$ cat src/hdl/tgdd_pkg.sv
// Shared types, constants and helper functions for the tone generator.
// Used by the controller, the datapath, the divider and the top level.
package tgdd_pkg;

  localparam int DIVIDEND_W = 27;
  localparam int DIVISOR_W  = 21;
  localparam int STEP_CNT_W = $clog2(DIVIDEND_W);

  localparam logic [31:0]           IDLE_COUNT  = 32'hFFFF_FFFF;
  localparam logic [23:0]           FREQ_LIMIT  = 24'd2000000;
  localparam logic [7:0]            VOLUME_MAX  = 8'd100;
  localparam logic [DIVIDEND_W-1:0] TIMER_CLOCK = DIVIDEND_W'(100000000);
  localparam logic signed [31:0]    MS_SCALE    = 32'sd1000;
  localparam logic [26:0]           PERIOD_RST  = 27'd100000;

  // The pulse is period*volume/200. The product is shifted right by 3 and
  // then divided by 25 as a multiplication by ceil(2^35/25) followed by a
  // shift by 35, which is exact for every product up to 100000000*100.
  localparam int          PULSE_PRE_SHIFT = 3;
  localparam int          PULSE_SHIFT     = 35;
  localparam logic [30:0] PULSE_RECIP     = 31'd1374389535;

  localparam logic [2:0] ACT_TICK  = 3'd0;
  localparam logic [2:0] ACT_PLAY  = 3'd1;
  localparam logic [2:0] ACT_DEFER = 3'd2;
  localparam logic [2:0] ACT_START = 3'd3;
  localparam logic [2:0] ACT_STOP  = 3'd4;

  typedef enum logic [2:0] {
    S_IDLE,
    S_EXEC,
    S_DIV1,
    S_DIV2,
    S_RESULT
  } state_t;

  typedef struct packed {
    logic take_in;
    logic exec;
    logic div_start;
    logic period_wr;
    logic pulse_wr;
    logic out_load;
  } cmd_t;

  typedef struct packed {
    logic need_tone;
    logic div_done;
    logic pulse_ready;
    logic out_free;
  } sts_t;

  typedef struct packed {
    logic [31:0] value;
    logic        expired;
  } cd_t;

  // One step of a countdown against the current period.
  function automatic cd_t count_step(input logic [31:0] c, input logic [26:0] p);
    cd_t r;
    r.value   = c;
    r.expired = 1'b0;
    priority if (c == IDLE_COUNT) begin
      r.value = c;
    end else if (c == 32'd0) begin
      r.value   = IDLE_COUNT;
      r.expired = 1'b1;
    end else if (c >= {5'd0, p}) begin
      r.value = c - {5'd0, p};
    end else begin
      r.value   = 32'd0;
      r.expired = 1'b1;
    end
    return r;
  endfunction

endpackage

$ cat src/hdl/tone_generator_with_delay_and_duration.sv
// Top level of the buzzer tone controller; joins tgdd_ctrl and tgdd_datapath.
// Depends on tgdd_pkg.
//
// One command is taken at a time. Start, stop, unused codes, a deferred play
// with a nonzero delay, a play with a frequency of zero and a tick that starts
// no parked sound of nonzero frequency go through execute straight to the
// result transaction. A command that sets a new tone runs a one-bit-per-cycle
// divider for 27 steps on 100000000/freq to get the period, and the pulse
// period*volume/200 follows in two multiply stages, the division by 200 done
// as a shift and a reciprocal multiplication. A new command is accepted as
// soon as the result is in the output register, even while it waits to be taken.
module tone_generator_with_delay_and_duration
  import tgdd_pkg::*;
(
  input  logic        clk,
  input  logic        rst,
  input  logic        s_tvalid,
  output logic        s_tready,
  // delay_count[31:0], tone_freq[55:32], tone_volume[63:56],
  // duration_ms[85:64], zero fill[87:86]
  input  logic [87:0] s_tdata,
  // action[2:0]
  input  logic [2:0]  s_tuser,
  output logic        m_tvalid,
  input  logic        m_tready,
  // pwm_on[0], pwm_period[27:1], pwm_pulse[53:28], ticking[54], stop_event[55]
  output logic [55:0] m_tdata
);

  cmd_t cmd;
  sts_t sts;

  tgdd_ctrl u_ctrl (
    .clk      (clk),
    .rst      (rst),
    .s_tvalid (s_tvalid),
    .s_tready (s_tready),
    .sts      (sts),
    .cmd      (cmd)
  );

  tgdd_datapath u_dp (
    .clk      (clk),
    .rst      (rst),
    .cmd      (cmd),
    .sts      (sts),
    .s_tdata  (s_tdata),
    .s_tuser  (s_tuser),
    .m_tvalid (m_tvalid),
    .m_tready (m_tready),
    .m_tdata  (m_tdata)
  );

endmodule

$ cat src/hdl/tgdd_div.sv
// Iterative restoring divider, one quotient bit per cycle.
// Depends on tgdd_pkg for its widths.
module tgdd_div
  import tgdd_pkg::*;
(
  input  logic                  clk,
  input  logic                  rst,
  input  logic                  start,
  input  logic [DIVIDEND_W-1:0] dividend,
  input  logic [DIVISOR_W-1:0]  divisor,
  output logic [DIVIDEND_W-1:0] quotient,
  output logic                  done
);

  localparam logic [STEP_CNT_W-1:0] LAST_STEP = STEP_CNT_W'(DIVIDEND_W - 1);

  logic                  active;
  logic [STEP_CNT_W-1:0] cnt;
  logic [DIVISOR_W-1:0]  rem;
  logic [DIVISOR_W-1:0]  dvs;
  logic [DIVISOR_W:0]    trial;
  logic [DIVISOR_W:0]    diff;
  logic                  fits;

  assign trial = {rem, quotient[DIVIDEND_W-1]};
  assign diff  = trial - {1'b0, dvs};
  assign fits  = trial >= {1'b0, dvs};

  always_ff @(posedge clk) begin
    if (rst) begin
      active <= 1'b0;
      done   <= 1'b0;
    end else begin
      done <= 1'b0;
      if (start) begin
        active <= 1'b1;
      end else if (active && cnt == LAST_STEP) begin
        active <= 1'b0;
        done   <= 1'b1;
      end
    end
  end

  always_ff @(posedge clk) begin
    if (start) begin
      cnt      <= '0;
      rem      <= '0;
      dvs      <= divisor;
      quotient <= dividend;
    end else if (active) begin
      cnt      <= cnt + 1'b1;
      rem      <= fits ? diff[DIVISOR_W-1:0] : trial[DIVISOR_W-1:0];
      quotient <= {quotient[DIVIDEND_W-2:0], fits};
    end
  end

endmodule

$ cat src/hdl/tgdd_datapath.sv
// Datapath: input latch, tone and countdown state, period divider, pulse
// multiplier and output register. Depends on tgdd_pkg and tgdd_div.
module tgdd_datapath
  import tgdd_pkg::*;
(
  input  logic        clk,
  input  logic        rst,
  input  cmd_t        cmd,
  output sts_t        sts,
  input  logic [87:0] s_tdata,
  input  logic [2:0]  s_tuser,
  output logic        m_tvalid,
  input  logic        m_tready,
  output logic [55:0] m_tdata
);

  // Latched transaction
  logic [2:0]         in_act;
  logic [31:0]        in_delay;
  logic [23:0]        in_freq;
  logic [7:0]         in_vol;
  logic signed [21:0] in_dur;

  // Block state
  logic [26:0]        period;
  logic [25:0]        pulse;
  logic [31:0]        origin_duration;
  logic [31:0]        duration_count;
  logic [31:0]        deferred_count;
  logic [23:0]        deferred_freq;
  logic [7:0]         deferred_volume;
  logic signed [21:0] deferred_duration;
  logic               output_enabled;
  logic               tick_enabled;
  logic               stop_flag;
  logic [6:0]           tone_vol;

  // Next values
  logic [31:0]        origin_duration_next;
  logic [31:0]        duration_count_next;
  logic [31:0]        deferred_count_next;
  logic [23:0]        deferred_freq_next;
  logic [7:0]         deferred_volume_next;
  logic signed [21:0] deferred_duration_next;
  logic               output_enabled_next;
  logic               tick_enabled_next;
  logic               stop_next;

  logic               do_play;
  logic               do_enable;
  logic               defer_fired;
  logic [23:0]        freq_sel;
  logic [7:0]         vol_sel;
  logic signed [21:0] dur_sel;
  logic signed [31:0] origin_new;
  logic [DIVISOR_W-1:0] freq_clamp;
  logic [6:0]           vol_clamp;
  cd_t                defer_cd;
  cd_t                dur_cd;

  logic [DIVIDEND_W-1:0] div_quo;
  logic                  div_done;
  logic [33:0]           pulse_prod;
  logic [60:0]           pulse_scaled;
  logic                  prod_valid;
  logic                  scaled_valid;

  always_ff @(posedge clk) begin
    if (cmd.take_in) begin
      in_act   <= s_tuser;
      in_delay <= s_tdata[31:0];
      in_freq  <= s_tdata[55:32];
      in_vol   <= s_tdata[63:56];
      in_dur   <= s_tdata[85:64];
    end
  end

  assign defer_cd   = count_step(deferred_count, period);
  assign dur_cd     = count_step(duration_count, period);
  assign origin_new = 32'($signed({{10{dur_sel[21]}}, dur_sel}) * MS_SCALE);
  assign freq_clamp = (freq_sel > FREQ_LIMIT) ? FREQ_LIMIT[DIVISOR_W-1:0]
                                              : freq_sel[DIVISOR_W-1:0];
  assign vol_clamp  = (vol_sel > VOLUME_MAX) ? VOLUME_MAX[6:0] : vol_sel[6:0];

  always_comb begin
    origin_duration_next   = origin_duration;
    duration_count_next    = duration_count;
    deferred_count_next    = deferred_count;
    deferred_freq_next     = deferred_freq;
    deferred_volume_next   = deferred_volume;
    deferred_duration_next = deferred_duration;
    output_enabled_next    = output_enabled;
    tick_enabled_next      = tick_enabled;
    stop_next              = 1'b0;
    do_play                = 1'b0;
    do_enable              = 1'b0;
    defer_fired            = 1'b0;
    freq_sel               = in_freq;
    vol_sel                = in_vol;
    dur_sel                = in_dur;

    unique case (in_act)
      ACT_TICK: begin
        if (tick_enabled) begin
          if (defer_cd.expired) begin
            // The parked sound starts and the parking slots are emptied.
            defer_fired            = 1'b1;
            do_play                = 1'b1;
            do_enable              = 1'b1;
            freq_sel               = deferred_freq;
            vol_sel                = deferred_volume;
            dur_sel                = deferred_duration;
            deferred_count_next    = IDLE_COUNT;
            deferred_freq_next     = '0;
            deferred_volume_next   = '0;
            deferred_duration_next = '0;
          end else begin
            deferred_count_next = defer_cd.value;
            duration_count_next = dur_cd.value;
            if (dur_cd.expired) begin
              output_enabled_next = 1'b0;
              stop_next           = 1'b1;
              if (defer_cd.value == IDLE_COUNT) begin
                tick_enabled_next = 1'b0;
              end
            end
          end
        end
      end
      ACT_PLAY: begin
        do_play   = 1'b1;
        do_enable = 1'b1;
      end
      ACT_DEFER: begin
        if (in_delay == 32'd0) begin
          do_play   = 1'b1;
          do_enable = 1'b1;
        end else begin
          deferred_count_next    = in_delay;
          deferred_freq_next     = in_freq;
          deferred_volume_next   = in_vol;
          deferred_duration_next = in_dur;
          tick_enabled_next      = 1'b1;
        end
      end
      ACT_START: begin
        do_enable = 1'b1;
      end
      ACT_STOP: begin
        output_enabled_next = 1'b0;
      end
      default: begin
      end
    endcase

    if (do_play) begin
      origin_duration_next = origin_new;
    end
    if (do_enable) begin
      if (origin_duration_next != 32'd0 && !origin_duration_next[31]) begin
        duration_count_next = origin_duration_next;
        tick_enabled_next   = 1'b1;
      end
      output_enabled_next = 1'b1;
    end
    if (defer_fired && origin_duration_next == IDLE_COUNT) begin
      tick_enabled_next = 1'b0;
    end
  end

  assign sts.need_tone   = do_play && (freq_sel != 24'd0);
  assign sts.div_done    = div_done;
  assign sts.pulse_ready = scaled_valid;
  assign sts.out_free    = !m_tvalid || m_tready;

  always_ff @(posedge clk) begin
    if (rst) begin
      period            <= PERIOD_RST;
      pulse             <= '0;
      origin_duration   <= IDLE_COUNT;
      duration_count    <= IDLE_COUNT;
      deferred_count    <= IDLE_COUNT;
      deferred_freq     <= '0;
      deferred_volume   <= '0;
      deferred_duration <= '0;
      output_enabled    <= 1'b0;
      tick_enabled      <= 1'b0;
      prod_valid        <= 1'b0;
      scaled_valid      <= 1'b0;
      m_tvalid          <= 1'b0;
    end else begin
      if (cmd.exec) begin
        origin_duration   <= origin_duration_next;
        duration_count    <= duration_count_next;
        deferred_count    <= deferred_count_next;
        deferred_freq     <= deferred_freq_next;
        deferred_volume   <= deferred_volume_next;
        deferred_duration <= deferred_duration_next;
        output_enabled    <= output_enabled_next;
        tick_enabled      <= tick_enabled_next;
      end
      if (cmd.period_wr) begin
        period <= div_quo;
      end
      if (cmd.pulse_wr) begin
        pulse <= 26'(pulse_scaled >> PULSE_SHIFT);
      end
      prod_valid   <= cmd.period_wr;
      scaled_valid <= prod_valid;
      if (cmd.out_load) begin
        m_tvalid <= 1'b1;
      end else if (m_tready) begin
        m_tvalid <= 1'b0;
      end
    end
  end

  always_ff @(posedge clk) begin
    if (cmd.exec) begin
      stop_flag <= stop_next;
      tone_vol  <= vol_clamp;
    end
    // The new period and the volume give the product, then the scaled
    // product in the cycle after.
    if (cmd.period_wr) begin
      pulse_prod <= {7'd0, div_quo} * {27'd0, tone_vol};
    end
    if (prod_valid) begin
      pulse_scaled <= 61'(pulse_prod >> PULSE_PRE_SHIFT) * 61'(PULSE_RECIP);
    end
    if (cmd.out_load) begin
      m_tdata <= {stop_flag, tick_enabled, pulse, period, output_enabled};
    end
  end

  // The divisor is taken in the execute cycle, straight from the clamp.
  tgdd_div u_div (
    .clk      (clk),
    .rst      (rst),
    .start    (cmd.div_start),
    .dividend (TIMER_CLOCK),
    .divisor  (freq_clamp),
    .quotient (div_quo),
    .done     (div_done)
  );

endmodule

$ cat src/hdl/tgdd_ctrl.sv
// Controller state machine: sequences accept, execute, the period division,
// the pulse multiply and the result transaction. Depends on tgdd_pkg.
module tgdd_ctrl
  import tgdd_pkg::*;
(
  input  logic clk,
  input  logic rst,
  input  logic s_tvalid,
  output logic s_tready,
  input  sts_t sts,
  output cmd_t cmd
);

  state_t state;
  state_t state_next;

  always_ff @(posedge clk) begin
    if (rst) begin
      state <= S_IDLE;
    end else begin
      state <= state_next;
    end
  end

  always_comb begin
    state_next = state;
    unique case (state)
      S_IDLE:   if (s_tvalid) state_next = S_EXEC;
      S_EXEC:   state_next = sts.need_tone ? S_DIV1 : S_RESULT;
      S_DIV1:   if (sts.div_done) state_next = S_DIV2;
      S_DIV2:   if (sts.pulse_ready) state_next = S_RESULT;
      S_RESULT: if (sts.out_free) state_next = S_IDLE;
      default:  state_next = S_IDLE;
    endcase
  end

  always_comb begin
    cmd      = '0;
    s_tready = 1'b0;
    unique case (state)
      S_IDLE: begin
        s_tready    = 1'b1;
        cmd.take_in = s_tvalid;
      end
      S_EXEC: begin
        cmd.exec      = 1'b1;
        cmd.div_start = sts.need_tone;
      end
      S_DIV1: begin
        // Period is ready: store it, which also starts the pulse multiply.
        cmd.period_wr = sts.div_done;
      end
      S_DIV2: begin
        cmd.pulse_wr = sts.pulse_ready;
      end
      S_RESULT: begin
        cmd.out_load = sts.out_free;
      end
      default: begin
      end
    endcase
  end

`ifndef SYNTH
  a_done_in_div: assert property (@(posedge clk) disable iff (rst)
    sts.div_done |-> (state == S_DIV1 || state == S_DIV2))
    else $error("divider finished outside a division state");
  a_load_free: assert property (@(posedge clk) disable iff (rst)
    cmd.out_load |-> sts.out_free)
    else $error("output register loaded while still occupied");
  a_tone_path: assert property (@(posedge clk) disable iff (rst)
    (state == S_EXEC && sts.need_tone) |=> state == S_DIV1)
    else $error("tone update did not enter the period division");
  a_div_latency: assert property (@(posedge clk) disable iff (rst)
    cmd.div_start |=> !sts.div_done)
    else $error("divider finished right after start");
  a_pulse_in_div2: assert property (@(posedge clk) disable iff (rst)
    sts.pulse_ready |-> state == S_DIV2)
    else $error("pulse result ready outside the pulse state");
`endif

endmodule
$ cat config.mk
export PLATFORM = sky130hd
export DESIGN_NAME = tone_generator_with_delay_and_duration
export DESIGN_NICKNAME = d
export VERILOG_FILES = /design/src/hdl/tgdd_pkg.sv /design/src/hdl/tone_generator_with_delay_and_duration.sv /design/src/hdl/tgdd_div.sv /design/src/hdl/tgdd_datapath.sv /design/src/hdl/tgdd_ctrl.sv
export SDC_FILE = /design/constraint.sdc
export NUM_CORES = 2
export LEC_CHECK = 0
export ABC_AREA = 0
export BUFFER_PORTS_ARGS = -buffer_cell sky130_fd_sc_hd__buf_2
export CORE_AREA = 8 8 219 431
export CTS_BUF_LIST = sky130_fd_sc_hd__clkbuf_8 sky130_fd_sc_hd__clkbuf_16
export DETAILED_ROUTE_END_ITERATION = 10
export DIE_AREA = 0 0 227 439
export PLACE_DENSITY = 0.77
export SYNTH_ARGS = -nofsm -noshare
export SYNTH_HDL_FRONTEND = slang
export SYNTH_SLANG_ARGS = --single-unit
export TNS_END_PERCENT = 20
$ cat constraint.sdc
create_clock -name clk -period 9 [get_ports clk]
set_clock_uncertainty 0.1 [all_clocks]
set_input_delay 0.9 -clock clk [delete_from_list [all_inputs] [get_ports clk]]
set_output_delay 0.9 -clock clk [all_outputs]
set_load 0.03 [all_outputs]
==> metrics.md <==
| Metric | Value |
|---|---|
| Total core area | `88800 um^2` |
| Clock sink count | `497` |
| Synth Instances | `5022` |
| Initial antenna violation count | `0` |
| Worst-Skew Late Latency | `0.65 ns` |
| Reg clk slew, reported paths | `0.07 ns` |
| Post-synth EDFFs | `231` |
| Row count | `155` |
| I/O pins | `153` |
| Filler cells | `7476` |
| Setup WS pre-CTS | `-0.0458 ns` |
| Setup-failing EPs final | `0` |
| H-tree Lvls | `2` |
| Fin area | `52900 um^2` |
| Pin count of the biggest net entering global routing | `90` |
| Max-cap violations | `0` |
| Commonest non-fill, non-tap cell in the layout | `inv_1` |
| Die X | `227 um` |
| CTS tree | `built` |
| Data required, critical path | `9.38 ns` |
| CP max stage cell | `fa_1` |
| First-pass GRT wire length | `201000 um` |
| Hold Violations, Final | `0` |
| Sequential share of the synthesized area | `25.3%` |
| Cts bufs inserted | `47` |
| Most frequent cells in the layout | `inv_1, fa_1, ha_1` |
| Routed WL | `127000 um` |
| Placed cell areas | `50700 um^2` |
| GR Overflow Total | `0` |
| 1st-pass router iterations | `5` |
| Hold Crit Class | `in2reg` |
| Routability cong. | `1.01` |
| Post-synth top area share | `23.7%` |
| Seq cells post-synth | `497` |
| Synth area leader | `fa_1` |
| Slew margin rel. | `13.3%` |
| Final worst path period share | `97.2%` |
| Peak Freq | `0.114 GHz` |
| Lkg Pwr | `24.4 nW` |
| Startpoint types | `register` |
| Die H | `439 um` |
| Crit-path max FO | `8` |
| Drt via density | `5.74` |
| Hold_ws | `0.321 ns` |
| Most used DFF post-synth | `dfxtp_1` |
| Final max-slew violation count | `0` |
| Clock Root Buffer | `clkbuf_16` |
| Minimum clock period | `8.75 ns` |
| Endpoint class of the critical path | `register` |
| WS Path Type | `reg2reg` |
| Peak VDD IR | `527 uV` |
| Antenna diodes | `0` |
| NumNets Final | `6395` |
| Die area | `99700 um^2` |
| Wire per inst | `20.0 um` |
| Clk buf depth | `3` |
| Vias in the first global route | `38000` |
| Yosys cell types | `93` |
| Mean post-synth cell area | `9.65 um^2` |
| Power per cell area | `246 nW/um^2` |
| Vias post-DR | `36500` |
| Mapped Area | `48400 um^2` |
| Post-route DRC | `0` |
| Main area contributors after synthesis | `fa_1, ha_1, edfxtp_1, dfxtp_1, inv_1` |
| Synth-to-Final Area Change | `9.30%` |
| Worst reg-to-reg setup slack | `0.25 ns` |
| Mapped Nets | `6270` |
| Share of cells above drive strength 1 | `8.72%` |
| RSZ-0062 raised after global routing | `yes` |
| Number of hold buffers added after CTS | `0` |
| Remaining antenna violation count | `0` |
| I/O Buffers | `150` |
| Initial DRC Count | `2476` |
| Worst-margin pin slew | `1.30 ns` |
| Worst EP arrival | `9.13 ns` |
| PnR worst setup slack | `0.249 ns` |
| Synth warn | `0` |
| DP Wirelength | `102000 um` |
| Total GRT Usage | `25.7%` |
| Worst path max stage delay | `0.53 ns` |
| Outcome | `finished clean` |
| Starting Density | `54.5%` |
| Share of flip-flops with an asynchronous set or reset | `0%` |
-- area by class of cell --
cell class,instances,area (um^2),share of cell area [%]
Sequential cell,497,12300,23.2
Tap cell,1177,1470,2.78
Multi-Input combinational cell,3471,32600,61.6
Clock inverter,32,347,0.655
Clock buffer,54,1280,2.42
Inverter,865,3250,6.13
Timing Repair Buffer,265,1710,3.24
-- sequential cells by signal (all words and copies together), names as in the netlist, 5 cells and up --
signal,flops
u_dp.in_dur,22
u_dp.pulse_scaled,26
u_dp.m_tdata,56
u_dp.u_div.cnt,5
u_dp.origin_duration,32
u_dp.deferred_volume,8
u_dp.in_delay,32
u_dp.duration_count,32
u_dp.u_div.rem,21
u_dp.deferred_freq,24
u_dp.u_div.dvs,21
u_dp.tone_vol,7
u_dp.pulse_prod,31
u_dp.in_vol,8
u_dp.pulse,26
u_dp.deferred_duration,22
u_dp.in_freq,24
u_dp.u_div.quotient,27
u_dp.period,27
u_dp.deferred_count,32
-- synthesized netlist by cell type (9+ instances only) --
cell	count
dfxtp_1	266
a211oi_1	25
a21oi_1	333
nand2b_1	26
ha_1	579
or3_1	13
a211o_1	17
o21a_1	35
nand3_1	105
o31ai_1	17
edfxtp_1	231
nor3_1	59
o21ai_0	167
a221oi_1	9
mux2i_1	97
o31a_1	11
nor4_1	45
a31oi_1	24
xor2_1	49
or4_1	13
o21bai_1	16
o221a_2	10
fa_1	574
o211ai_1	48
and3_1	18
clkbuf_1	170
inv_1	863
nand4_1	60
nor2b_1	33
nor2_1	218
and2_1	66
xnor2_1	112
nand2_1	501
o2111ai_1	16
a21o_1	57
-- worst paths after layout --
kind,startpoint,to,depth (start not counted)
setup / recovery,u_dp.period[21],u_dp.duration_count[21],35
hold / removal,s_tdata[12],u_dp.in_delay[12],1
hold reg to reg,u_dp.pulse[4],u_dp.m_tdata[32],0
setup reg to reg,u_dp.period[21],u_dp.duration_count[21],35
-- metrics by stage --
step	power, mW	instances	util (%)	TNS [ns]
floorplan	9.14	5022	-	0
global placement	10.5	6253	57.1	0
detailed placement	10.8	6253	57.1	-0.0458
CTS	12.9	6339	58.9	0
global route	14.2	6361	59.6	-0.447
finish	13.0	6361	59.6	0
-- power by group --
group,internal (mW),switching [mW]
registers,2.82,0.278
logic,3.45,4.38
clock network,1.13,0.944
-- worst max-delay path: cells and delay by family (launching register included) --
kind	cells	cell delay (ns)
AO/OA/AOI/OAI	9	1.96
XOR/XNOR	2	0.30
adder cells (fa/ha/maj)	5	2.18
buffers and inverters	10	1.14
flip-flops	1	0.38
multiplexers	1	0.34
AND/OR/NAND/NOR	8	2.21
-- cell families after synthesis --
logic type,count (synthesis),share of synthesized area (%)
adders and majority gates,1154,38.7
AOI/OAI and AO/OA,861,11.2
buffers and inverters,1054,8.27
xor gates and xnor gates,161,2.91
and+or+nand+nor,1190,11.5
DFF,497,25.3
muxes,105,2.19
-- layer usage --
metal,vias up,global-route usage (%),part of all wire [%]
met5,-,0,0
met4,0,12.3,5.4
met3,294,3.23,5.5
met2,1171,44.8,50
met1,18000,30.9,39
li1,17000,-,-
-- repair_timing --
action | in CTS | in global routing
pin swaps | 0 | 10
gates resized for setup | 2 | 79
setup endpoints to repair | 17 | 33
endpoints found under the hold margin | 0 | 0
cloned | 0 | 2
buffers inserted | 0 | 20
Note: power is estimated with default switching activity, not from simulation.
